## config.mk

```make
export PLATFORM = sky130hd
export DESIGN_NAME = bra_cfg
export DESIGN_NICKNAME = d
export VERILOG_FILES = /design/src/hdl/bra_pkg.sv /design/src/hdl/bra_cfg.sv
export SDC_FILE = /design/constraint.sdc
export NUM_CORES = 1
export LEC_CHECK = 0
export BUFFER_PORTS_ARGS = -buffer_cell sky130_fd_sc_hd__buf_2
export CORE_UTILIZATION = 48
export DETAILED_ROUTE_END_ITERATION = 7
export PLACE_DENSITY = 0.8
export SETUP_SLACK_MARGIN = 0.1
export SLEW_MARGIN = 20
export SYNTH_ARGS = -nofsm -noshare
export SYNTH_HDL_FRONTEND = slang
export SYNTH_SLANG_ARGS = --single-unit
```

## constraint.sdc

```tcl
create_clock -name aclk -period 2.4 [get_ports aclk]
set_input_delay 0.6 -clock aclk [delete_from_list [all_inputs] [get_ports aclk]]
set_output_delay 0.6 -clock aclk [all_outputs]
set_load 0.02 [all_outputs]
```

## src/hdl/bra_pkg.sv

```systemverilog
// ----------------------------------------------------------------------------
// bra_pkg
// shared types, constants and helpers of the boot region bump allocator
// ----------------------------------------------------------------------------
package bra_pkg;

    localparam int REGION_SLOTS = 128;
    localparam int IDX_W        = $clog2(REGION_SLOTS);
    localparam int PAGE_SHIFT   = 12;
    localparam int AW           = 48;
    localparam int PG_W         = 36;
    localparam int TYPE_W       = 8;
    localparam int VA_W         = 64;
    localparam int LG_W         = 6;
    localparam int ENT_W        = 2 * AW + TYPE_W;
    localparam int CFG_AW       = 5;
    localparam int CFG_DW       = 64;
    localparam int IN_W         = 160;
    localparam int OUT_W        = 144;

    localparam logic [AW-1:0]   PAGE_BYTES = AW'(1) << PAGE_SHIFT;
    localparam logic [AW-1:0]   PAGE_MASK  = PAGE_BYTES - AW'(1);
    localparam logic [PG_W-1:0] PG_MAX     = {PG_W{1'b1}};

    localparam logic [AW-1:0]     KSTART_RST  = AW'(48'h10_0000);
    localparam logic [AW-1:0]     KEND_RST    = AW'(48'h20_0000);
    localparam logic [VA_W-1:0]   DMOFF_RST   = '0;
    localparam logic [TYPE_W-1:0] RAMTYPE_RST = TYPE_W'(1);

    typedef enum logic [1:0] {
        STAT_OK    = 2'd0,
        STAT_FULL  = 2'd1,
        STAT_NOFIT = 2'd2
    } status_t;

    typedef enum logic [1:0] {
        REG_KSTART  = 2'd0,
        REG_KEND    = 2'd1,
        REG_DMOFF   = 2'd2,
        REG_RAMTYPE = 2'd3
    } reg_idx_t;

    typedef struct packed {
        logic [AW-1:0]     kstart;
        logic [AW-1:0]     kend;
        logic [VA_W-1:0]   dmoff;
        logic [TYPE_W-1:0] ram_type;
    } cfg_t;

    typedef struct packed {
        logic              mode;
        logic [AW-1:0]     region_start;
        logic [AW-1:0]     region_end;
        logic [TYPE_W-1:0] region_type;
        logic [AW-1:0]     alloc_size;
        logic [LG_W-1:0]   align_log2;
    } item_t;

    typedef struct packed {
        status_t           status;
        logic [VA_W-1:0]   alloc_address;
        logic [PG_W-1:0]   max_page_number;
        logic [PG_W-1:0]   allocable_page_count;
    } res_t;

    typedef struct packed {
        logic [TYPE_W-1:0] rtype;
        logic [AW-1:0]     rend;
        logic [AW-1:0]     rstart;
    } ent_t;

    function automatic logic [AW-1:0] page_up(input logic [AW-1:0] a);
        page_up = (a + PAGE_MASK) & ~PAGE_MASK;
    endfunction

    function automatic logic [AW-1:0] page_down(input logic [AW-1:0] a);
        page_down = a & ~PAGE_MASK;
    endfunction

    // page count of a byte span, saturated to the counter width
    function automatic logic [PG_W-1:0] pages_of(input logic [AW-1:0] a);
        logic [AW-1:0] w;
        w = a >> PAGE_SHIFT;
        pages_of = (w > AW'(PG_MAX)) ? PG_MAX : PG_W'(w);
    endfunction

endpackage

```

## src/hdl/bra_cfg.sv

```systemverilog
// ----------------------------------------------------------------------------
// bra_cfg
// apb register file for kernel range, direct-map offset and ram type
// ----------------------------------------------------------------------------
module bra_cfg (
    input  logic                       aclk,
    input  logic                       aresetn,
    input  logic                       psel,
    input  logic                       penable,
    input  logic                       pwrite,
    input  logic [bra_pkg::CFG_AW-1:0] paddr,
    input  logic [bra_pkg::CFG_DW-1:0] pwdata,
    output logic [bra_pkg::CFG_DW-1:0] prdata,
    output logic                       pready,
    output bra_pkg::cfg_t              cfg
);

    bra_pkg::cfg_t    cfg_reg;
    bra_pkg::reg_idx_t sel;
    logic             wr_en;

    assign sel    = bra_pkg::reg_idx_t'(paddr[4:3]);
    assign wr_en  = psel & penable & pwrite;
    assign pready = 1'b1;
    assign cfg    = cfg_reg;

    always_ff @(posedge aclk) begin
        if (!aresetn) begin
            cfg_reg.kstart   <= bra_pkg::KSTART_RST;
            cfg_reg.kend     <= bra_pkg::KEND_RST;
            cfg_reg.dmoff    <= bra_pkg::DMOFF_RST;
            cfg_reg.ram_type <= bra_pkg::RAMTYPE_RST;
        end else if (wr_en) begin
            unique case (sel)
                bra_pkg::REG_KSTART:  cfg_reg.kstart   <= pwdata[bra_pkg::AW-1:0];
                bra_pkg::REG_KEND:    cfg_reg.kend     <= pwdata[bra_pkg::AW-1:0];
                bra_pkg::REG_DMOFF:   cfg_reg.dmoff    <= pwdata;
                bra_pkg::REG_RAMTYPE: cfg_reg.ram_type <= pwdata[bra_pkg::TYPE_W-1:0];
                default: ;
            endcase
        end
    end

    always_comb begin
        unique case (sel)
            bra_pkg::REG_KSTART:  prdata = bra_pkg::CFG_DW'(cfg_reg.kstart);
            bra_pkg::REG_KEND:    prdata = bra_pkg::CFG_DW'(cfg_reg.kend);
            bra_pkg::REG_DMOFF:   prdata = cfg_reg.dmoff;
            bra_pkg::REG_RAMTYPE: prdata = bra_pkg::CFG_DW'(cfg_reg.ram_type);
            default:              prdata = '0;
        endcase
    end

endmodule

```

==> results.ini <==
[run_status]
outcome=complete, no violations

[global_route]
grt_pass1_wl_mm=31.9
grt_usage=0.255
grt_pass1_vias=6245
antenna_found_initial=0
grt_overflow=0
grt_max_degree=73

[route]
drt_iter0_markers=277
vias=6596
wl_per_cell_um=16.1
drc=0
firstDrtPassIters=4
routed_via_density=5.19
wl_mm=20.5
ant_nets=0

[floorplan]
pin_count=307
rows=44
die_h_um=126
start_util=0.501
core_area_um2=14800
die_area_um2=15900
dieWidth_um=126

[synth]
ys_seq_area_frac=0.455
synth_area_per_cell_um2=9.35
netlist_area_um2=7390
yosysUniqueCellTypes=24
synth-seq-cells=168
synth_nets=864
syn_inst=790
ys.warnings.count=0

[job]
cap_viol_max_count=0

[finish]
nFillCells=1179
nNetsFinal=1148
seqCellArea_um2=3360
layout-drive-gt1-share=0.342
multiInputGateArea_um2=3660
area_growth_pct=33.4
n_antenna_cell=0
largest_register_ffs=168

[cts]
clock_sinks=168
clk_pin_slew_ns=0.06
cts_buffers=17
cts_tree=done
clock_latency_ns=0.41
clockBufferDepth=2
htree_levels=4
hold_buffers=0
clockRootBuffer=clkbuf_16

[timing]
period_share=0.943
hold_viol=0
rsz0062_at_grt=false
fin_crit_ns=2.26
max_freq_ghz=0.442
slew_viol_final=0
setup_viol=0
maxSlewHeadroom=0.628
finalClockSkew_ns=0
fin_setup_tns_ns=0
finalWorstSetupSlack_ns=0.138
tightest_slew_ns=0.558

[placement]
io_buffer_count=302
place.gp.congestion=0.755
dpl.hpwl_mm=14.1
preCtsSetupSlack_ns=0.0310

[worst_hold_path]
min_path_type=input pin to flip-flop

[critical_path]
crit_fanout=21
worstSetupPathType=input pin to primary output
timing.critical_path.required_ns=1.80
cp-start-kind=input pin
critPathCaptureType=primary output
worstPathArrival_ns=1.66

[power]
ir_worst_vdd_mv=0.461
power.density_nw_per_um2=653
p_leak_uw=0.00459

-- what timing repair did --
action,in CTS,in global routing
setup buffers,0,0
gates resized for setup,1,1
gates cloned,0,1
pin swaps,0,0
setup endpoints to repair,17,1
-- per-stage QoR --
step	instances	utilization	hold slack, ns	instance area [um2]	power, uW
after floorplan	790	-	0.541	7390	3220
after global placement	1238	0.620	0.452	9150	3410
after detailed placement	1238	0.620	0.459	9150	3420
after CTS	1270	0.666	0.398	9830	6480
after global routing	1271	0.668	0.417	9850	6650
final	1271	0.668	0.421	9850	6430
-- cells in the final DEF, fill, tap and decap left out --
master,netlist,final
buf_12,0,14
clkbuf_8,0,4
clkinvlp_4,0,1
bufinv_16,0,5
and2b_1,1,1
conb_1,1,1
nor2_1,1,1
inv_1,3,3
dfxtp_1,168,168
buf_2,10,298
buf_6,11,1
o21ai_1,40,40
mux4_2,8,8
and3_1,1,1
and2_4,0,2
clkinv_2,0,1
o211ai_1,2,2
clkinv_4,0,2
clkbuf_1,33,1
and2_1,18,16
nand2_1,271,271
nand3_1,3,3
o311ai_1,1,1
nor3_2,0,1
o21ai_0,1,1
clkbuf_16,0,18
nor2_2,1,1
buf_4,7,14
nor2b_4,1,1
mux2i_1,205,205
inv_6,0,1
-- critical path, stage by stage --
cell	delay [ns]
buf_4	0.19
nor2b_4	0.25
buf_12	0.20
nand2_1	0.07
o21ai_1	0.12
buf_2	0.20
-- cell families (layout without fill, tap and decap cells) --
logic type / after synthesis / after routing / share of synthesized area
AO/OA/AOI/OAI: 44 / 44 / 0.0310
buffers and inverters: 66 / 363 / 0.0501
flip-flops: 168 / 168 / 0.455
multiplexers: 213 / 213 / 0.302
other: 1 / 1 / 0.000508
AND/OR/NAND/NOR: 298 / 298 / 0.161
-- path summary, 6_finish.rpt --
check | slack, ns | cells after the start | start | endpoint
setup / recovery | 0.14 | 6 | paddr[3] | prdata[11]
hold / removal | 0.42 | 3 | pwdata[48] | cfg[56]$_SDFFE_PN0P_
setup reg to reg | 1.71 | 2 | cfg[36]$_SDFFE_PN0P_ | cfg[36]$_SDFFE_PN0P_
hold reg to reg | 0.47 | 2 | cfg[112]$_SDFFE_PN0P_ | cfg[112]$_SDFFE_PN0P_
-- cells in the mapped netlist --
cell | n | area share
and2_1 | 18 | 0.015
and2b_1 | 1 | 0.0010
and3_1 | 1 | 0.00085
buf_1 | 1 | 0.00051
buf_2 | 10 | 0.0068
buf_4 | 7 | 0.0071
buf_6 | 11 | 0.017
clkbuf_1 | 33 | 0.017
clkbuf_2 | 1 | 0.00068
conb_1 | 1 | 0.00051
dfxtp_1 | 168 | 0.46
inv_1 | 3 | 0.0015
mux2i_1 | 205 | 0.28
mux4_2 | 8 | 0.024
nand2_1 | 271 | 0.14
nand3_1 | 3 | 0.0020
nor2_1 | 1 | 0.00051
nor2_2 | 1 | 0.00085
nor2b_4 | 1 | 0.0019
nor3_1 | 1 | 0.00068
o211ai_1 | 2 | 0.0020
o21ai_0 | 1 | 0.00068
o21ai_1 | 40 | 0.027
o311ai_1 | 1 | 0.0012
-- area by class of cell --
type	instances	share of cell area
Tap cell	184	0.0234
Timing Repair Buffer	328	0.194
Clock buffer	22	0.0491
Clock inverter	10	0.0192
Sequential cell	168	0.341
Multi-Input combinational cell	556	0.372
Inverter	3	0.00114
-- layer usage --
metal	global-route usage	up-vias	wire length, um
li1	-	3195	-
met1	0.298	3131	8680
met2	0.444	231	10200
met3	0.0616	39	1150
met4	0.108	0	495
met5	0	-	0
-- power breakdown --
| part | total, uW | internal, uW | switching, uW |
|---|---|---|---|
| clock | 3060 | 1960 | 1100 |
| combinational | 512 | 197 | 315 |
| sequential | 2860 | 2830 | 29.9 |
Note: power is estimated with default switching activity, not from simulation.
