**config.mk**
```make
export PLATFORM = sky130hd
export DESIGN_NAME = bra_ram
export DESIGN_NICKNAME = d
export VERILOG_FILES = /design/src/hdl/bra_ram.sv
export SDC_FILE = /design/constraint.sdc
export NUM_CORES = 1
export LEC_CHECK = 0
export BUFFER_PORTS_ARGS = -buffer_cell sky130_fd_sc_hd__buf_2
export CORE_ASPECT_RATIO = 1.5
export CORE_UTILIZATION = 60
export CTS_CLUSTER_DIAMETER = 80
export CTS_CLUSTER_SIZE = 40
export DETAILED_ROUTE_END_ITERATION = 6
export GPL_TIMING_DRIVEN = 0
export HOLD_SLACK_MARGIN = 0.12
export MAX_ROUTING_LAYER = met4
export PLACE_DENSITY_LB_ADDON = 0.2
export SLEW_MARGIN = 20
export SYNTH_ARGS = -nofsm -noshare
export SYNTH_HDL_FRONTEND = slang
export SYNTH_SLANG_ARGS = --single-unit
```
**constraint.sdc**
```tcl
create_clock -name aclk -period 2.35 [get_ports aclk]
set_clock_uncertainty 0.05 [all_clocks]
set_input_delay 0.3525 -clock aclk [delete_from_list [all_inputs] [get_ports aclk]]
set_output_delay 0.3525 -clock aclk [all_outputs]
set_load 0.1 [all_outputs]
```
**src/hdl/bra_ram.sv**
```systemverilog
// ----------------------------------------------------------------------------
// bra_ram
// generic single-write, single-read ram with registered read data
// ----------------------------------------------------------------------------
module bra_ram #(
    parameter int WIDTH = 8,
    parameter int DEPTH = 16
) (
    input  logic                     aclk,
    input  logic                     we,
    input  logic [$clog2(DEPTH)-1:0] waddr,
    input  logic [WIDTH-1:0]         wdata,
    input  logic [$clog2(DEPTH)-1:0] raddr,
    output logic [WIDTH-1:0]         rdata
);

    logic [WIDTH-1:0] mem [DEPTH];

    always_ff @(posedge aclk) begin
        if (we) begin
            mem[waddr] <= wdata;
        end
        rdata <= mem[raddr];
    end

endmodule

```
==> results of run 1 <==
==> registers in the layout, summed over array words and instances, names as in the netlist <==
| register | cells |
|---|---|
| mem | 128 |
| rdata | 8 |
==> power breakdown <==
group / switching [W] / internal (W) / total, W
logic: 0.000268 / 0.000108 / 0.000376
registers: 0.0000136 / 0.00271 / 0.00273
clock network: 0.000900 / 0.00163 / 0.00253
total: 0.00118 / 0.00445 / 0.00564
==> how the worst max path moves through the flow <==
stage	slack [ps]	depth (start not counted)	startpoint	endpoint
6_report	720	3	waddr[2]	mem[0][7]$_DFFE_PP_
5_1_grt	610	3	waddr[2]	mem[1][3]$_DFFE_PP_
4_1_cts	690	3	waddr[2]	mem[1][2]$_DFFE_PP_
3_5_place_dp	250	3	waddr[2]	mem[1][3]$_DFFE_PP_
3_3_place_gp	-130	3	waddr[2]	mem[0][3]$_DFFE_PP_
2_1_floorplan	450	2	waddr[2]	mem[0][0]$_DFFE_PP_
==> final cells by class <==
cell class / count / area, um2
buffer: 10 / 86.3
tap: 107 / 134
clock buffer: 18 / 429
fill: 489 / 2380
timing repair buffer: 24 / 120
multi-input combinational: 83 / 1080
clock inverter: 12 / 135
sequential: 136 / 4000
==> stage by stage <==
step | setup WS [ps] | power, W | TNS (ps)
final | 719 | 0.00564 | 0
after global routing | 610 | 0.00579 | 0
after CTS | 685 | 0.00566 | 0
after detailed placement | 253 | 0.00315 | 0
after global placement | -130 | 0.00314 | -1040
after floorplan | 455 | 0.00303 | 0
==> Yosys cell counts, drive strengths merged <==
master         instances  area share
a22oi                 16       0.023
and2                   1      0.0012
and2b                  1      0.0015
buf                    7       0.011
clkdlybuf4s25          3      0.0058
dfxtp                  8       0.031
edfxtp               128        0.75
mux4                  32        0.15
nand2                  9      0.0066
nand2b                 2      0.0024
nand3                  1     0.00097
nand3b                 2      0.0029
nor2                  13      0.0095
nor2b                  1      0.0012
nor3                   4      0.0039
or3b                   1      0.0017
==> critical path: cells and delay by family <==
kind	cells	cell delay (ps)
and+or+nand+nor	2	1140
buffers and inverters	1	130
==> logic make-up after synthesis <==
logic type      Yosys count  synth area share
flops                   136             0.778
simple gates             35            0.0318
mux                      32             0.150
compound gates           16            0.0233
buf+inv                  10            0.0168
==> layer usage <==
layer,track usage,wire [um]
met1,0.317,3780
met2,0.403,5140
met3,0.0756,716
met4,0.0906,194
met5,-,0
==> out/results.tsv, run 1 <==
metric	value	unit
total CTS buffers	17	
Pwr Density	941	mW/mm2
Hold Path Class	input port to flop	
via count	2427	
Longest Clk Path Bufs	2	
placement-stage cell area	0.00542	mm2
most frequent cells in the layout	edfxtp_1, buf_2, mux4_2, clkbuf_16, a22oi_1	
post-CTS setup buffers	0	
io pins	26	
root buffer cell	clkbuf_16	
Global Route Usage Sum	0.255	
Peak VDD IR	0.000724	V
Max stage delay cell, worst path	nor3_2	
Mean Syn Cell Area	22.5	um2
post-synthesis cell count	229	
worst reg2reg setup slack	780	ps
die width	77.6	um
DRC violations left	0	
Leak Pwr	2.01	nW
Max Cap Viol	0	
Hold Buf Count CTS	0	
Hold EP	mem[1][4]$_DFFE_PP_	
arrival time worst endpoint	1620	ps
Synth-to-Final Area Change	16.3	%
CTS tree	yes	
Tmin final	1630	ps
RSZ-0062 raised after global routing	no	
Antenna diodes	0	
core region area	0.00836	mm2
worst setup path class	input port to flop	
FF-to-FF Start	mem[1][3]$_DFFE_PP_	
sequential fraction of the synthesis area	0.778	
vias per inst	6.22	
required time of the critical path	2330	ps
Cell Rows	41	
fin crit share	0.694	
cells on worst reg2reg path	3	
Util after Layout	0.716	
chip height	115	um
Mapped Nets	247	
GRT Residual Overflow	0	
commonest non-fill, non-tap cell in the layout	edfxtp_1	
crit path capture type	flop	
vias in the first global route	2456	
status	complete, no violations	
DPL Wire Length	6010	um
final instance area	0.00599	mm2
worst-path cell chain	buf_2, or3b_2, nor3_2	
post-cts resize count	0	
Sink Count	136	
gp weighted congestion	0.893	
YS warnings	0	
Final Non-Filler Cells	390	
HP Start	wdata[4]	
CP max stage delay	620	ps
placed cell count	360	
CP Launch Type	input port	
Hold Path Stages	1	
Yosys reg bits	136	
antenna viol nets, final	0	
layout cell share with drive strength beyond 1	0.290	
Netlist cell types	19	
final-report max-slew violation count	0	
initial core utilization	0.616	
Clock Latency Late Sink	410	ps
initial antenna violation count	0	
Routed WL	9830	um
Slew headroom	0.445	
fin nets	290	
drt first pass iters	4	
Synth Cell Area	0.00515	mm2
largest net degree at the start of global routing	17	
Port Buffers	24	
die area	0.00896	mm2
reg-to-reg critical path endpoint	rdata[3]$_DFF_P_	
Fmax achieved	0.613	GHz
H-Tree Depth	4	
Final Hold Viols	0	
first-pass GRT wire length	14600	um
Worst Tran Pin Value	830	ps
clock transition at the registers of the reported paths	60	ps
Final Setup Violations	0	
WL/cell	25.2	um
DR iter-0 viols	209	
Max FO, Critical Path	8	
hold slack	301	ps
Note: power is estimated with default switching activity, not from simulation.
==> run 2, diff against run 1 <==
Settings changed: CORE_UTILIZATION 60 to 54.
Clock period 2.35 ns to 1.4 ns, I/O delays scaled along.
==> run 2 against run 1 <==
Sequential power grew 68%. Die area increased by 11%. Non-clock buffer count is the same. Highest routed layer unchanged. Combinational power up 78%. Setup slack got worse by 700 ps. Routed wire length decreased by 0.81%. Critical endpoint is now rdata[0]$_DFF_P_. Sequential share of layout area decreased by 0.60 points. Clock power rose by 64%. Via count fell by 2.0%. Power rose by 67%. Critical path depth unchanged.
==> out/results.tsv, run 2 (same netlist as run 1, synthesis figures left out) <==
metric	value	unit	change
Final Setup Violations	0		unchanged
Leak Pwr	2.01	nW	-0.42%
H-Tree Depth	4		unchanged
Hold Path Class	input port to flop		
required time of the critical path	1640	ps	-690 ps
Final Hold Viols	0		unchanged
Tmin final	1380	ps	
Pwr Density	1550	mW/mm2	+65%
worst-path cell chain	mux4_2, a22oi_2, nand2_1		
RSZ-0062 raised after global routing	yes		
Util after Layout	0.653		-0.0632
multi-input logic area	0.00110	mm2	+1.9%
Largest register FFs	128		unchanged
core region area	0.00925	mm2	+11%
Antenna diodes	0		unchanged
WL/cell	24.6	um	-2.6%
Cell Rows	43		+4.9%
Reg area	0.00400	mm2	unchanged
Worst Tran Pin Value	865	ps	+34.7 ps
Hold Buf Count CTS	0		unchanged
Routed WL	9750	um	-0.81%
Global Route Usage Sum	0.236		-0.0189
CTS tree	yes		
drt first pass iters	4		unchanged
stages on the worst setup path	3		unchanged
Max Cap Viol	0		unchanged
arrival time worst endpoint	1630	ps	about the same
die area	0.00993	mm2	+11%
Slew headroom	0.421		-0.0232
clock transition at the registers of the reported paths	60	ps	about the same
status	complete, no violations		
worst setup path class	flop to flop		
DR iter-0 viols	220		+5.3%
Max FO, Critical Path	1		-7
gp weighted congestion	0.795		-11%
total CTS buffers	17		unchanged
vias per inst	5.99		-3.7%
crit path capture type	flop		
Clock Latency Late Sink	410	ps	about the same
commonest non-fill, non-tap cell in the layout	edfxtp_1		
CP max stage delay	510	ps	-110 ps
DPL Wire Length	6100	um	+1.4%
family with the most delay on the worst path	multiplexers		
antenna viol nets, final	0		unchanged
worst reg2reg setup slack	20	ps	-760 ps
Fin Setup TNS	0	ps	unchanged
fin nets	290		unchanged
io pins	26		unchanged
Largest regs	mem (128), rdata (8)		
vias in the first global route	2498		+1.7%
fin crit share	0.989		
initial antenna violation count	0		unchanged
Worst Path Buf+Inv	0		-1
root buffer cell	clkbuf_16		
layout cell share with drive strength beyond 1	0.368		+0.0787
most frequent cells in the layout	edfxtp_1, mux4_2, buf_2, clkbuf_16, nor2_1		
die width	81.7	um	+5.3%
CP Launch Type	flop		
Port Buffers	24		unchanged
Sink Count	136		unchanged
initial core utilization	0.556		-0.0593
Longest Clk Path Bufs	2		unchanged
DRC violations left	0		unchanged
Fill cells	627		+28%
Hold Path Stages	1		unchanged
Peak VDD IR	0.00103	V	+42%
chip height	122	um	+5.3%
first-pass GRT wire length	14700	um	+0.18%
largest net degree at the start of global routing	17		unchanged
via count	2379		-2.0%
GRT Residual Overflow	0		unchanged
Max stage delay cell, worst path	mux4_2		
cells on worst reg2reg path	3		unchanged
Fmax achieved	0.722	GHz	
Synth-to-Final Area Change	17.3	%	
final-report max-slew violation count	0		unchanged
Most flops, register	mem		
[run 2: cell types whose count changed in the layout (fill, tap and decap cells not counted), sizes merged]
cell | previous run | this run
clkbuf | 18 | 26
clkinvlp | 2 | 0
clkinv | 7 | 6
inv | 0 | 1
buf | 31 | 30
bufinv | 3 | 0
[run 2: through the flow]
step | setup slack [ps] | instance area, um2 | total power [W] | std cells | hold WS, ps
3_5_place_dp | -549 | 5440 | 0.00530 | 365 | 564
5_1_grt | -4.60 | 6040 | 0.00964 | 397 | 144
4_1_cts | -103 | 6030 | 0.00942 | 397 | 129
2_1_floorplan | -126 | 5170 | 0.00509 | 229 | 259
6_report | 15.1 | 6040 | 0.00939 | 397 | 144
3_3_place_gp | -549 | 5430 | 0.00528 | 365 | 549
[run 2: layout make-up]
class | count | share of cell area
tap | 112 | 0.0232
clock inverter | 7 | 0.00601
multi-input combinational | 83 | 0.182
sequential | 136 | 0.663
clock buffer | 25 | 0.0874
timing repair buffer | 24 | 0.0232
buffer | 10 | 0.0155
[run 2: report_power, final]
part	internal, W	leakage [nW]	switching, W
combinational	0.000209	0.495	0.000462
clock	0.00260	0.287	0.00154
sequential	0.00456	1.22	0.0000241
[run 2: worst paths after layout]
| path | from | to |
|---|---|---|
| hold reg to reg | mem[12][1]$_DFFE_PP_ | rdata[1]$_DFF_P_ |
| setup reg to reg | mem[2][0]$_DFFE_PP_ | rdata[0]$_DFF_P_ |
| setup / recovery | mem[2][0]$_DFFE_PP_ | rdata[0]$_DFF_P_ |
| hold / removal | wdata[4] | mem[2][4]$_DFFE_PP_ |
[run 2: routing by layer]
layer	routed length (um)	GRT usage
met5	0	-
met2	5330	0.366
met4	143	0.0998
met1	3840	0.299
met3	430	0.0562
[run 2: repair_timing]
action                                  CTS  global route
endpoints found under the setup margin   45            37
buffers inserted                          0             0
pin swaps                                 0             2
gates resized for setup                  17            12
==> run 3, diff against run 2 <==
Settings changed: PLACE_DENSITY from default to 0.74, PLACE_DENSITY_LB_ADDON 0.2 to default, RECOVER_POWER from default to 100.
==> run 3 against run 2 <==
Clock power rose by 22%. Sequential share of layout area decreased by 0.83 points. The run now ends with negative setup slack left. Count of clock-buffer cells in the layout down 8. Routed wire length grew 0.84%.
==> out/results.tsv, run 3 (same netlist as run 1, synthesis figures left out) <==
metric	value	unit	change
worst setup path class	input port to flop		
Port Buffers	24		unchanged
Global Route Usage Sum	0.235		-0.000994
Synth-to-Final Area Change	18.8	%	
Peak VDD IR	0.00142	V	+38%
Final Hold Viols	0		unchanged
die area	0.00993	mm2	unchanged
WL/cell	24.8	um	+0.84%
Max FO, Critical Path	8		+7
Max Cap Viol	0		unchanged
io pins	26		unchanged
initial core utilization	0.556		unchanged
die width	81.7	um	unchanged
DR iter-0 viols	194		-12%
metal1 wirelength	3790	um	-1.3%
Pwr Total	0.0103	W	+9.4%
fin nets	290		unchanged
DRC violations left	0		unchanged
vias per inst	6.02		+0.50%
GRT Residual Overflow	0		unchanged
first-pass GRT wire length	14600	um	-0.33%
drt first pass iters	4		unchanged
total CTS buffers	17		unchanged
largest net degree at the start of global routing	17		unchanged
CP max stage delay	610	ps	+100 ps
Most flops, register	mem		
arrival time worst endpoint	1470	ps	-160 ps
Fill cells	617		-1.6%
DPL Wire Length	6020	um	-1.2%
met2 wire len	5210	um	-2.3%
required time of the critical path	1400	ps	-240 ps
Antenna diodes	0		unchanged
vias in the first global route	2418		-3.2%
multi-input logic area	0.00107	mm2	-2.1%
placed cell count	365		unchanged
WL met3	625	um	+45%
status	finished, violations left		
Pwr Density	1680	mW/mm2	+8.0%
H-Tree Depth	4		unchanged
worst-path cell chain	buf_2, or3b_2, nor2_1		
fin crit share	1.06		+0.0660
antenna viol nets, final	0		unchanged
root buffer cell	clkbuf_16		
Final Non-Filler Cells	397		unchanged
Largest regs	mem (128), rdata (8)		
most frequent cells in the layout	edfxtp_1, mux4_2, clkbuf_16, nor2_1, a22oi_1		
Fin Setup TNS	-1710	ps	-1710 ps
CP Launch Type	input port		
RSZ-0062 raised after global routing	yes		
Worst Tran Pin Value	787	ps	-77.8 ps
hold slack	284	ps	+140 ps
Reg area	0.00400	mm2	unchanged
Fmax achieved	0.677	GHz	-6.3%
Max stage delay cell, worst path	nor2_1		
Hold Path Class	input port to flop		
via count	2391		+0.50%
chip height	122	um	unchanged
CTS tree	yes		
clock transition at the registers of the reported paths	60	ps	about the same
commonest non-fill, non-tap cell in the layout	edfxtp_1		
final-report max-slew violation count	0		unchanged
Cell Rows	43		unchanged
failing checks	negative setup slack		
post-place setup slack	-519	ps	+29.4 ps
Routed WL	9830	um	+0.84%
Leak Pwr	2.02	nW	+0.64%
gp weighted congestion	0.886		+11%
Clock Latency Late Sink	420	ps	about the same
layout cell share with drive strength beyond 1	0.326		-0.0421
Sink Count	136		unchanged
initial antenna violation count	0		unchanged
Largest register FFs	128		unchanged
top sig layer	met4		
Slew headroom	0.473		+0.0521
Final Setup Violations	24		+24
Tmin final	1480	ps	+92.4 ps
Final WS setup	-77.2	ps	-92.4 ps
crit path capture type	flop		
Longest Clk Path Bufs	2		unchanged
core region area	0.00925	mm2	unchanged
==> run 3: area by class of cell <==
cell class	instances	area share
Buffer	10	0.0153
Clock buffer	17	0.0696
Clock inverter	15	0.0407
Multi-Input combinational cell	83	0.176
Sequential cell	136	0.655
Tap cell	112	0.0229
Timing Repair Buffer	24	0.0211
==> run 3: final timing paths <==
| path | startpoint | end | slack (ps) | cells after the start |
|---|---|---|---|---|
| worst min register to register | mem[14][1]$_DFFE_PP_ | rdata[1]$_DFF_P_ | 640 | 3 |
| worst max-delay path | waddr[2] | mem[1][4]$_DFFE_PP_ | -80 | 3 |
| worst min-delay path | waddr[0] | mem[4][3]$_DFFE_PP_ | 280 | 2 |
| worst max register to register | mem[10][0]$_DFFE_PP_ | rdata[0]$_DFF_P_ | 20 | 3 |
==> run 3: what timing repair did <==
item | CTS | global route
resized for setup | 19 | 5
hold buffers | 0 | 0
setup endpoints to repair | 46 | 37
pin swaps | 0 | 4
buffers inserted | 0 | 0
==> run 3: through the flow <==
step	utilization	area, um2
floorplan	-	5170
global placement	0.587	5430
detailed placement	0.587	5440
CTS	0.663	6130
global route	0.661	6120
finish	0.661	6120
==> run 3: critical path, delay by kind of cell <==
family	cells	cell delay, ps
buffers and inverters	1	130
AND/OR/NAND/NOR	2	1130
==> run 3: layer usage <==
| layer | global-route usage | vias up |
|---|---|---|
| li1 | - | 1053 |
| met1 | 0.294 | 1219 |
| met2 | 0.355 | 102 |
| met3 | 0.0704 | 17 |
| met4 | 0.105 | 0 |
| met5 | - | - |
==> run 3: power breakdown <==
group	leakage, nW	switching [W]	total [W]	internal, W
Sequential	1.22	0.0000230	0.00458	0.00455
Combinational	0.470	0.000457	0.000656	0.000199
Clock	0.325	0.00169	0.00504	0.00335
