File: config.mk
export PLATFORM = sky130hd
export DESIGN_NAME = bra_ctrl
export DESIGN_NICKNAME = d
export VERILOG_FILES = /design/src/hdl/bra_pkg.sv /design/src/hdl/bra_ctrl.sv
export SDC_FILE = /design/constraint.sdc
export NUM_CORES = 2
export LEC_CHECK = 0
export ABC_CLOCK_PERIOD_IN_PS = 9850
export BUFFER_PORTS_ARGS = -buffer_cell sky130_fd_sc_hd__buf_2
export CORE_ASPECT_RATIO = 1.5
export CORE_MARGIN = 2
export CORE_UTILIZATION = 50
export CTS_CLUSTER_SIZE = 40
export DETAILED_ROUTE_END_ITERATION = 6
export GPL_TIMING_DRIVEN = 0
export HOLD_SLACK_MARGIN = 0.08
export PLACE_DENSITY = 0.73
export SLEW_MARGIN = 20
export SYNTH_ARGS = -nofsm -noshare
export SYNTH_HDL_FRONTEND = slang
export SYNTH_SLANG_ARGS = --single-unit
File: constraint.sdc
create_clock -name aclk -period 9.85 [get_ports aclk]
set_input_delay 0 -clock aclk [delete_from_list [all_inputs] [get_ports aclk]]
set_output_delay 0 -clock aclk [all_outputs]
set_load 0.01 [all_outputs]
File: src/hdl/bra_pkg.sv
// ----------------------------------------------------------------------------
// bra_pkg
// shared types, constants and helpers of the boot region bump allocator
// ----------------------------------------------------------------------------
package bra_pkg;

    localparam int REGION_SLOTS = 128;
    localparam int IDX_W        = $clog2(REGION_SLOTS);
    localparam int PAGE_SHIFT   = 12;
    localparam int AW           = 48;
    localparam int PG_W         = 36;
    localparam int TYPE_W       = 8;
    localparam int VA_W         = 64;
    localparam int LG_W         = 6;
    localparam int ENT_W        = 2 * AW + TYPE_W;
    localparam int CFG_AW       = 5;
    localparam int CFG_DW       = 64;
    localparam int IN_W         = 160;
    localparam int OUT_W        = 144;

    localparam logic [AW-1:0]   PAGE_BYTES = AW'(1) << PAGE_SHIFT;
    localparam logic [AW-1:0]   PAGE_MASK  = PAGE_BYTES - AW'(1);
    localparam logic [PG_W-1:0] PG_MAX     = {PG_W{1'b1}};

    localparam logic [AW-1:0]     KSTART_RST  = AW'(48'h10_0000);
    localparam logic [AW-1:0]     KEND_RST    = AW'(48'h20_0000);
    localparam logic [VA_W-1:0]   DMOFF_RST   = '0;
    localparam logic [TYPE_W-1:0] RAMTYPE_RST = TYPE_W'(1);

    typedef enum logic [1:0] {
        STAT_OK    = 2'd0,
        STAT_FULL  = 2'd1,
        STAT_NOFIT = 2'd2
    } status_t;

    typedef enum logic [1:0] {
        REG_KSTART  = 2'd0,
        REG_KEND    = 2'd1,
        REG_DMOFF   = 2'd2,
        REG_RAMTYPE = 2'd3
    } reg_idx_t;

    typedef struct packed {
        logic [AW-1:0]     kstart;
        logic [AW-1:0]     kend;
        logic [VA_W-1:0]   dmoff;
        logic [TYPE_W-1:0] ram_type;
    } cfg_t;

    typedef struct packed {
        logic              mode;
        logic [AW-1:0]     region_start;
        logic [AW-1:0]     region_end;
        logic [TYPE_W-1:0] region_type;
        logic [AW-1:0]     alloc_size;
        logic [LG_W-1:0]   align_log2;
    } item_t;

    typedef struct packed {
        status_t           status;
        logic [VA_W-1:0]   alloc_address;
        logic [PG_W-1:0]   max_page_number;
        logic [PG_W-1:0]   allocable_page_count;
    } res_t;

    typedef struct packed {
        logic [TYPE_W-1:0] rtype;
        logic [AW-1:0]     rend;
        logic [AW-1:0]     rstart;
    } ent_t;

    function automatic logic [AW-1:0] page_up(input logic [AW-1:0] a);
        page_up = (a + PAGE_MASK) & ~PAGE_MASK;
    endfunction

    function automatic logic [AW-1:0] page_down(input logic [AW-1:0] a);
        page_down = a & ~PAGE_MASK;
    endfunction

    // page count of a byte span, saturated to the counter width
    function automatic logic [PG_W-1:0] pages_of(input logic [AW-1:0] a);
        logic [AW-1:0] w;
        w = a >> PAGE_SHIFT;
        pages_of = (w > AW'(PG_MAX)) ? PG_MAX : PG_W'(w);
    endfunction

endpackage

File: src/hdl/bra_ctrl.sv
// ----------------------------------------------------------------------------
// bra_ctrl
// insert and first-fit allocate sequencer around the region table ram
// ----------------------------------------------------------------------------
module bra_ctrl (
    input  logic                      aclk,
    input  logic                      aresetn,
    input  bra_pkg::cfg_t             cfg,
    input  logic                      in_valid,
    output logic                      in_ready,
    input  bra_pkg::item_t            item,
    input  logic                      out_free,
    output logic                      res_load,
    output bra_pkg::res_t             res,
    output logic                      ram_we,
    output logic [bra_pkg::IDX_W-1:0] ram_waddr,
    output bra_pkg::ent_t             ram_wdata,
    output logic [bra_pkg::IDX_W-1:0] ram_raddr,
    input  bra_pkg::ent_t             ram_rdata
);

    typedef enum logic [3:0] {
        S_IDLE, S_PREP, S_PLAN, S_CNT, S_ADD, S_FREE, S_ASCAN, S_ADDR, S_RESP
    } state_t;

    localparam logic [bra_pkg::IDX_W-1:0] LAST_IDX = bra_pkg::IDX_W'(bra_pkg::REGION_SLOTS - 1);

    state_t state_reg;

    logic [bra_pkg::AW-1:0]     rs_reg, re_reg, size_reg;
    logic [bra_pkg::TYPE_W-1:0] type_reg;
    logic [bra_pkg::VA_W-1:0]   mask_reg;
    logic [bra_pkg::AW-1:0]     s_reg, e_reg;
    logic                       zs_reg;
    logic [bra_pkg::AW-1:0]     p0s_reg, p0e_reg, p1s_reg, p1e_reg;
    logic                       p0v_reg, p1v_reg, pc_reg;
    logic [bra_pkg::PG_W-1:0]   n_reg;
    logic [bra_pkg::IDX_W-1:0]  idx_reg, idx1_reg, idx2_reg;
    logic                       issue_reg, v1_reg, v2_reg;
    logic [bra_pkg::VA_W-1:0]   a2_reg, b2_reg;
    logic [bra_pkg::AW-1:0]     end2_reg;
    logic [bra_pkg::TYPE_W-1:0] type2_reg;
    logic [bra_pkg::REGION_SLOTS-1:0] valid_reg;
    logic [bra_pkg::PG_W-1:0]   highest_reg, pages_reg;
    bra_pkg::status_t           status_reg;
    logic [bra_pkg::VA_W-1:0]   addr_reg;

    logic [bra_pkg::AW-1:0]     up, cs, ce;
    logic [bra_pkg::PG_W-1:0]   pg;
    logic                       empty, in_kernel, overlap, cur_v;
    logic [bra_pkg::PG_W:0]     pages_sum;
    logic                       hit1, fit;
    logic [bra_pkg::VA_W-1:0]   a1, b1;
    logic [bra_pkg::VA_W:0]     sum2;

    assign in_ready  = aresetn && (state_reg == S_IDLE);
    assign res_load  = (state_reg == S_RESP) && out_free;
    assign res       = '{status: status_reg, alloc_address: addr_reg,
                         max_page_number: highest_reg, allocable_page_count: pages_reg};
    assign ram_raddr = idx_reg;

    always_comb begin
        up        = bra_pkg::page_up(rs_reg);
        pg        = bra_pkg::pages_of(e_reg);
        empty     = (s_reg >= e_reg);
        in_kernel = (s_reg >= cfg.kstart) && (e_reg <= cfg.kend);
        overlap   = (cfg.kstart < cfg.kend) && (s_reg < cfg.kend) && (e_reg > cfg.kstart);
        cs      = pc_reg ? p1s_reg : p0s_reg;
        ce      = pc_reg ? p1e_reg : p0e_reg;
        cur_v   = (pc_reg ? p1v_reg : p0v_reg) && (cs < ce);
        pages_sum = {1'b0, pages_reg} + {1'b0, n_reg};
        // stage one of the alloc scan: match the slot type and align the slot bounds
        hit1 = v1_reg && valid_reg[idx1_reg] && (ram_rdata.rstart != '0)
               && (ram_rdata.rtype == cfg.ram_type);
        a1   = (bra_pkg::VA_W'(ram_rdata.rstart) + mask_reg) & ~mask_reg;
        b1   = bra_pkg::VA_W'(ram_rdata.rend) & ~mask_reg;
        // stage two: span must be strictly larger than the size
        sum2 = {1'b0, a2_reg} + (bra_pkg::VA_W + 1)'(size_reg);
        fit  = v2_reg && ({1'b0, b2_reg} > sum2);
        ram_we    = 1'b0;
        ram_waddr = idx_reg;
        ram_wdata = '{rtype: type_reg, rend: ce, rstart: cs};
        if (state_reg == S_FREE && !valid_reg[idx_reg]) begin
            ram_we = 1'b1;
        end else if (state_reg == S_ASCAN && fit) begin
            ram_we    = 1'b1;
            ram_waddr = idx2_reg;
            ram_wdata = '{rtype: type2_reg, rend: end2_reg,
                          rstart: sum2[bra_pkg::AW-1:0]};
        end
    end

    always_ff @(posedge aclk) begin
        if (!aresetn) begin
            state_reg   <= S_IDLE;
            valid_reg   <= '0;
            highest_reg <= '0;
            pages_reg   <= '0;
            issue_reg   <= 1'b0;
            v1_reg      <= 1'b0;
            v2_reg      <= 1'b0;
        end else begin
            unique case (state_reg)
                S_IDLE: begin
                    if (in_valid) begin
                        rs_reg     <= item.region_start;
                        re_reg     <= item.region_end;
                        type_reg   <= item.region_type;
                        size_reg   <= item.alloc_size;
                        mask_reg   <= (bra_pkg::VA_W'(1) << item.align_log2)
                                      - bra_pkg::VA_W'(1);
                        status_reg <= bra_pkg::STAT_OK;
                        addr_reg   <= '0;
                        idx_reg    <= '0;
                        if (item.mode) begin
                            issue_reg <= 1'b1;
                            v1_reg    <= 1'b0;
                            v2_reg    <= 1'b0;
                            state_reg <= S_ASCAN;
                        end else begin
                            state_reg <= S_PREP;
                        end
                    end
                end
                S_PREP: begin
                    zs_reg    <= (up == '0);
                    s_reg     <= (up == '0) ? bra_pkg::PAGE_BYTES : up;
                    e_reg     <= bra_pkg::page_down(re_reg);
                    state_reg <= S_PLAN;
                end
                S_PLAN: begin
                    pc_reg <= 1'b0;
                    if (zs_reg && empty) begin
                        state_reg <= S_RESP;
                    end else begin
                        if (pg > highest_reg) begin
                            highest_reg <= pg;
                        end
                        if (empty || in_kernel) begin
                            state_reg <= S_RESP;
                        end else begin
                            if (overlap) begin
                                // keep the parts below and above the kernel image
                                p0s_reg <= s_reg;
                                p0e_reg <= bra_pkg::page_down(cfg.kstart);
                                p0v_reg <= (s_reg < cfg.kstart);
                                p1s_reg <= bra_pkg::page_up(cfg.kend);
                                p1e_reg <= e_reg;
                                p1v_reg <= (e_reg > cfg.kend);
                            end else begin
                                p0s_reg <= s_reg;
                                p0e_reg <= e_reg;
                                p0v_reg <= 1'b1;
                                p1v_reg <= 1'b0;
                            end
                            state_reg <= S_CNT;
                        end
                    end
                end
                S_CNT: begin
                    if (cur_v) begin
                        n_reg     <= bra_pkg::pages_of(ce - cs);
                        state_reg <= S_ADD;
                    end else if (!pc_reg) begin
                        pc_reg <= 1'b1;
                    end else begin
                        state_reg <= S_RESP;
                    end
                end
                S_ADD: begin
                    if (type_reg == cfg.ram_type) begin
                        pages_reg <= pages_sum[bra_pkg::PG_W] ? bra_pkg::PG_MAX
                                     : pages_sum[bra_pkg::PG_W-1:0];
                    end
                    idx_reg   <= '0;
                    state_reg <= S_FREE;
                end
                S_FREE: begin
                    if (!valid_reg[idx_reg] || idx_reg == LAST_IDX) begin
                        if (!valid_reg[idx_reg]) begin
                            valid_reg[idx_reg] <= 1'b1;
                        end else begin
                            status_reg <= bra_pkg::STAT_FULL;
                        end
                        if (!pc_reg) begin
                            pc_reg    <= 1'b1;
                            state_reg <= S_CNT;
                        end else begin
                            state_reg <= S_RESP;
                        end
                    end else begin
                        idx_reg <= idx_reg + 1'b1;
                    end
                end
                S_ASCAN: begin
                    if (fit) begin
                        issue_reg <= 1'b0;
                        v1_reg    <= 1'b0;
                        v2_reg    <= 1'b0;
                        state_reg <= S_ADDR;
                    end else if (!issue_reg && !v1_reg && !v2_reg) begin
                        status_reg <= bra_pkg::STAT_NOFIT;
                        state_reg  <= S_RESP;
                    end else begin
                        v1_reg   <= issue_reg;
                        idx1_reg <= idx_reg;
                        if (issue_reg) begin
                            if (idx_reg == LAST_IDX) begin
                                issue_reg <= 1'b0;
                            end else begin
                                idx_reg <= idx_reg + 1'b1;
                            end
                        end
                        v2_reg    <= hit1;
                        idx2_reg  <= idx1_reg;
                        a2_reg    <= a1;
                        b2_reg    <= b1;
                        end2_reg  <= ram_rdata.rend;
                        type2_reg <= ram_rdata.rtype;
                    end
                end
                S_ADDR: begin
                    addr_reg  <= a2_reg + cfg.dmoff;
                    state_reg <= S_RESP;
                end
                S_RESP: begin
                    if (out_free) begin
                        state_reg <= S_IDLE;
                    end
                end
                default: state_reg <= S_IDLE;
            endcase
        end
    end

`ifndef SYNTHESIS
    a_fill_free_slot: assert property (@(posedge aclk) disable iff (!aresetn)
        (ram_we && state_reg == S_FREE) |-> !valid_reg[ram_waddr])
        else $error("insert wrote an occupied slot");

    a_slots_monotonic: assert property (@(posedge aclk) disable iff (!aresetn)
        $past(aresetn) |-> ($countones(valid_reg) >= $past($countones(valid_reg))))
        else $error("occupied slot count dropped");

    a_pages_monotonic: assert property (@(posedge aclk) disable iff (!aresetn)
        $past(aresetn) |-> (pages_reg >= $past(pages_reg)))
        else $error("ram page count dropped");

    a_alloc_hits_valid: assert property (@(posedge aclk) disable iff (!aresetn)
        (ram_we && state_reg == S_ASCAN) |-> valid_reg[ram_waddr])
        else $error("alloc updated an empty slot");
`endif

endmodule

==> results.ini <==
[sta]
min_period_ps = 9454
hold_viol = 0
drv_slew = 0
fin_skew_ps = 34.65
worst_slack_ps = 396.1
max_freq_ghz = 0.1058
relSlewSlack_pct = 19.60
rsz0062_at_grt = no
worst_pin_slew_ps = 1198
tns_ps = 0
report.final.setup_viol = 0
fin_crit_sh_pct = 95.98

[drt]
ant_nets = 0
wl_per_cell_um = 28.86
drtIter0Drc = 4757
wl_um = 250100
vias_per_cell = 6.143
drc_errors = 0
dr_total_vias = 53240
dr.pass1.iters = 6

[logic_synthesis]
synthSimpleGateAreaFrac_pct = 14.56
muxShareOfSynthArea_pct = 6.330
synth_cells = 5612
synth-adder-area-share_pct = 11.96
synth_fp_nets = 6595
ys.flop_type = edfxtp_1
synth-xor-area-share_pct = 4.375
avgSynthCellArea_um2 = 10.27
yosysTopAreaCellShare_pct = 37.24
netlist_area_mm2 = 0.05766
synth_async_sr_flop_share_pct = 0
ys_seq_elements = 922
synthTopCellsByArea = edfxtp_1 37%, ha_1 12%, dfxtp_1 7.2%
synth_top_family_by_area = compound AO/OA/AOI/OAI gates
synth_compound_gate_area_share_pct = 14.95
synth_area_leader_cell = edfxtp_1
synth_edf_count = 715
ys_seq_area_share_pct = 44.42
synthDistinctLibCells = 98
yosys_warnings = 0

[critical_path]
cp-end-kind = output pin
slowest_delay_ps = 680
cp_data_required_time_ps = 9850
startpoint_type = flop
crit_family = compound AO/OA/AOI/OAI gates
crit_arrival_ps = 9450
path_buf_inv = 5
slowest_stage = mux2i_1
crit_type = flop to output pin
path_max_fanout = 10

[grt]
grt_util_all_layers_pct = 41.46
grt_pass1_vias = 53730
grt_start_max_net_pins = 57
use_met2_pct = 70.57
grtUsageMet1_pct = 42.26
grt_first_pass_wirelength_um = 352700
antenna_found_initial = 21
use_met3_pct = 8.985
gr-total-overflow = 0
top_usage_layer = met2

[pwr]
peakVddDrop_v = 0.0001817
power_density_mw_per_mm2 = 176.2
p_leak_nw = 30.14

[place]
postPlaceCellArea_mm2 = 0.06361
gp_congestion = 1.063
pre_cts_ws_ps = 1291
port_buffers = 679
dp_hpwl_um = 194200

[final_layout]
largest_reg_flops = 128
fill_cells = 9123
synthToLayoutAreaGrowth_pct = 26.49
fin_area_mm2 = 0.07294
drive_above_1_share_pct = 15.77
nets = 8015
postLayoutCoreUtil_pct = 63.71

[floorplan]
core_mm2 = 0.1145
die_h_um = 419.9
initial_core_util_pct = 50.36
die-area_mm2 = 0.1181
core.rowCount = 152
ios = 694
die_w_um = 281.3

[run_status]
status = complete, no violations

[clocking]
post_cts_resized = 0
cts.reportedPaths.clkPinSlew_ps = 60
clk_latency_ps = 720
postCtsSetupBuffers = 0
cts_buffers = 93
hold_buffers = 611
clockBufferDepth = 3
cts.sinks = 922
cts_tree = built
cts_root_buffer = clkbuf_16
htree_num_levels = 3

[flow_run]
max-cap-violations = 0

[worst_hold_path]
hp-class = input pin to flop

==> logic make-up after synthesis <==
| family | count (synthesis) |
|---|---|
| flops | 922 |
| xor+xnor | 288 |
| fa+ha+maj | 548 |
| compound gates | 1371 |
| buf+inv | 499 |
| mux | 278 |
| other cells | 1 |
| simple gates | 1705 |
==> where the power goes <==
group          switching (mW)  internal, mW
clock network            1.68          2.10
registers               0.309          4.67
logic                    2.57          1.52
==> worst register-to-register path, cell delays in order, from the launching register on <==
cell and delay, ps:
edfxtp_1 520, ha_1 340, a211oi_1 420, o211ai_1 360, a31oi_1 310, nand2_1 120, a21oi_1 380, o21ai_0 300
a21oi_1 480, o21bai_1 310, xnor2_1 440, ha_1 320, nand4_1 250, nor4_2 90, buf_4 190, nand3_1 160
o21ai_0 130, o41ai_1 670, o2111ai_1 520, o2111ai_1 350, a21oi_1 100, nand4_1 330, and3_4 800, buf_12 350
buf_16 370
==> per-layer routing <==
metal	up-vias	wire, um
met5	-	45
met4	8	27330
met3	919	21310
met2	3035	119100
met1	25520	82360
li1	23750	-
==> cell usage after synthesis, types with 10 or more instances <==
cell type  instances
mux2_2            43
nor2b_1          111
ha_1             543
or2_2             22
a21boi_0          15
nor4_1            59
nor2_2            10
mux4_2            65
o22ai_1           15
nor3b_1           16
nand2b_1          41
a21oi_1          497
xnor2_1          174
nand4_1          135
nand2_1          305
and2_1            37
a221oi_1          14
buf_1             15
mux2i_1          170
and3_1            43
o21ai_0          243
a31oi_1           37
and4_1            16
o21a_1            42
edfxtp_1         715
nor2_1           600
dfxtp_1          207
o31ai_1           19
o31a_1            11
buf_2             49
nand3_1          126
o21bai_1          46
o211ai_1          31
a311oi_1          12
or3_1             21
inv_1            258
xor2_1           114
o2111ai_1         10
nor3_1           115
a21o_1           238
a211oi_1          31
clkbuf_1         169
==> cell usage in the layout (no fill, tap or decap), types with 42 or more instances in the layout <==
master	n
clkbuf_1	179
xor2_1	114
dfxtp_1	207
a21o_1	238
o21a_1	42
dlygate4sd3_1	611
xnor2_1	174
and3_1	42
mux2i_1	170
nand3_1	126
inv_1	258
o21ai_0	243
nor4_1	55
ha_1	543
nor2b_1	110
a21oi_1	496
clkbuf_16	95
nand4_1	135
nand2_1	305
mux2_2	43
edfxtp_1	715
buf_2	739
nor2_1	598
mux4_2	65
nor3_1	113
o21bai_1	46
==> stage by stage <==
step	hold slack, ps	power (mW)	std cells
finish	116.7	12.85	8666
global route	120.1	13.29	8657
CTS	82.49	12.68	8650
detailed placement	178.1	8.754	7866
global placement	176.1	8.706	7831
floorplan	98.87	7.263	5612
==> path summary, 6_finish.rpt <==
kind / start / end / slack (ps) / cells after the start
worst max-delay path: a2_reg[1] / ram_wdata[32] / 400 / 26
worst min-delay path: item[52] / size_reg[46] / 120 / 2
worst max register to register: a2_reg[1] / end2_reg[2] / 890 / 24
worst min register to register: re_reg[14] / e_reg[14] / 420 / 0
==> cell type report <==
type	instances	area [um^2]	share of cell area (%)
Multi-Input combinational cell	4191	30190	41.39
Sequential cell	922	25610	35.12
Timing Repair Buffer	1325	10040	13.76
Clock buffer	117	2560	3.510
Tap cell	1540	1927	2.642
Buffer	240	994.7	1.364
Inverter	259	972.2	1.333
Clock inverter	56	603.1	0.8268
Antenna cell	16	40.04	0.05489
Note: power is estimated with default switching activity, not from simulation.
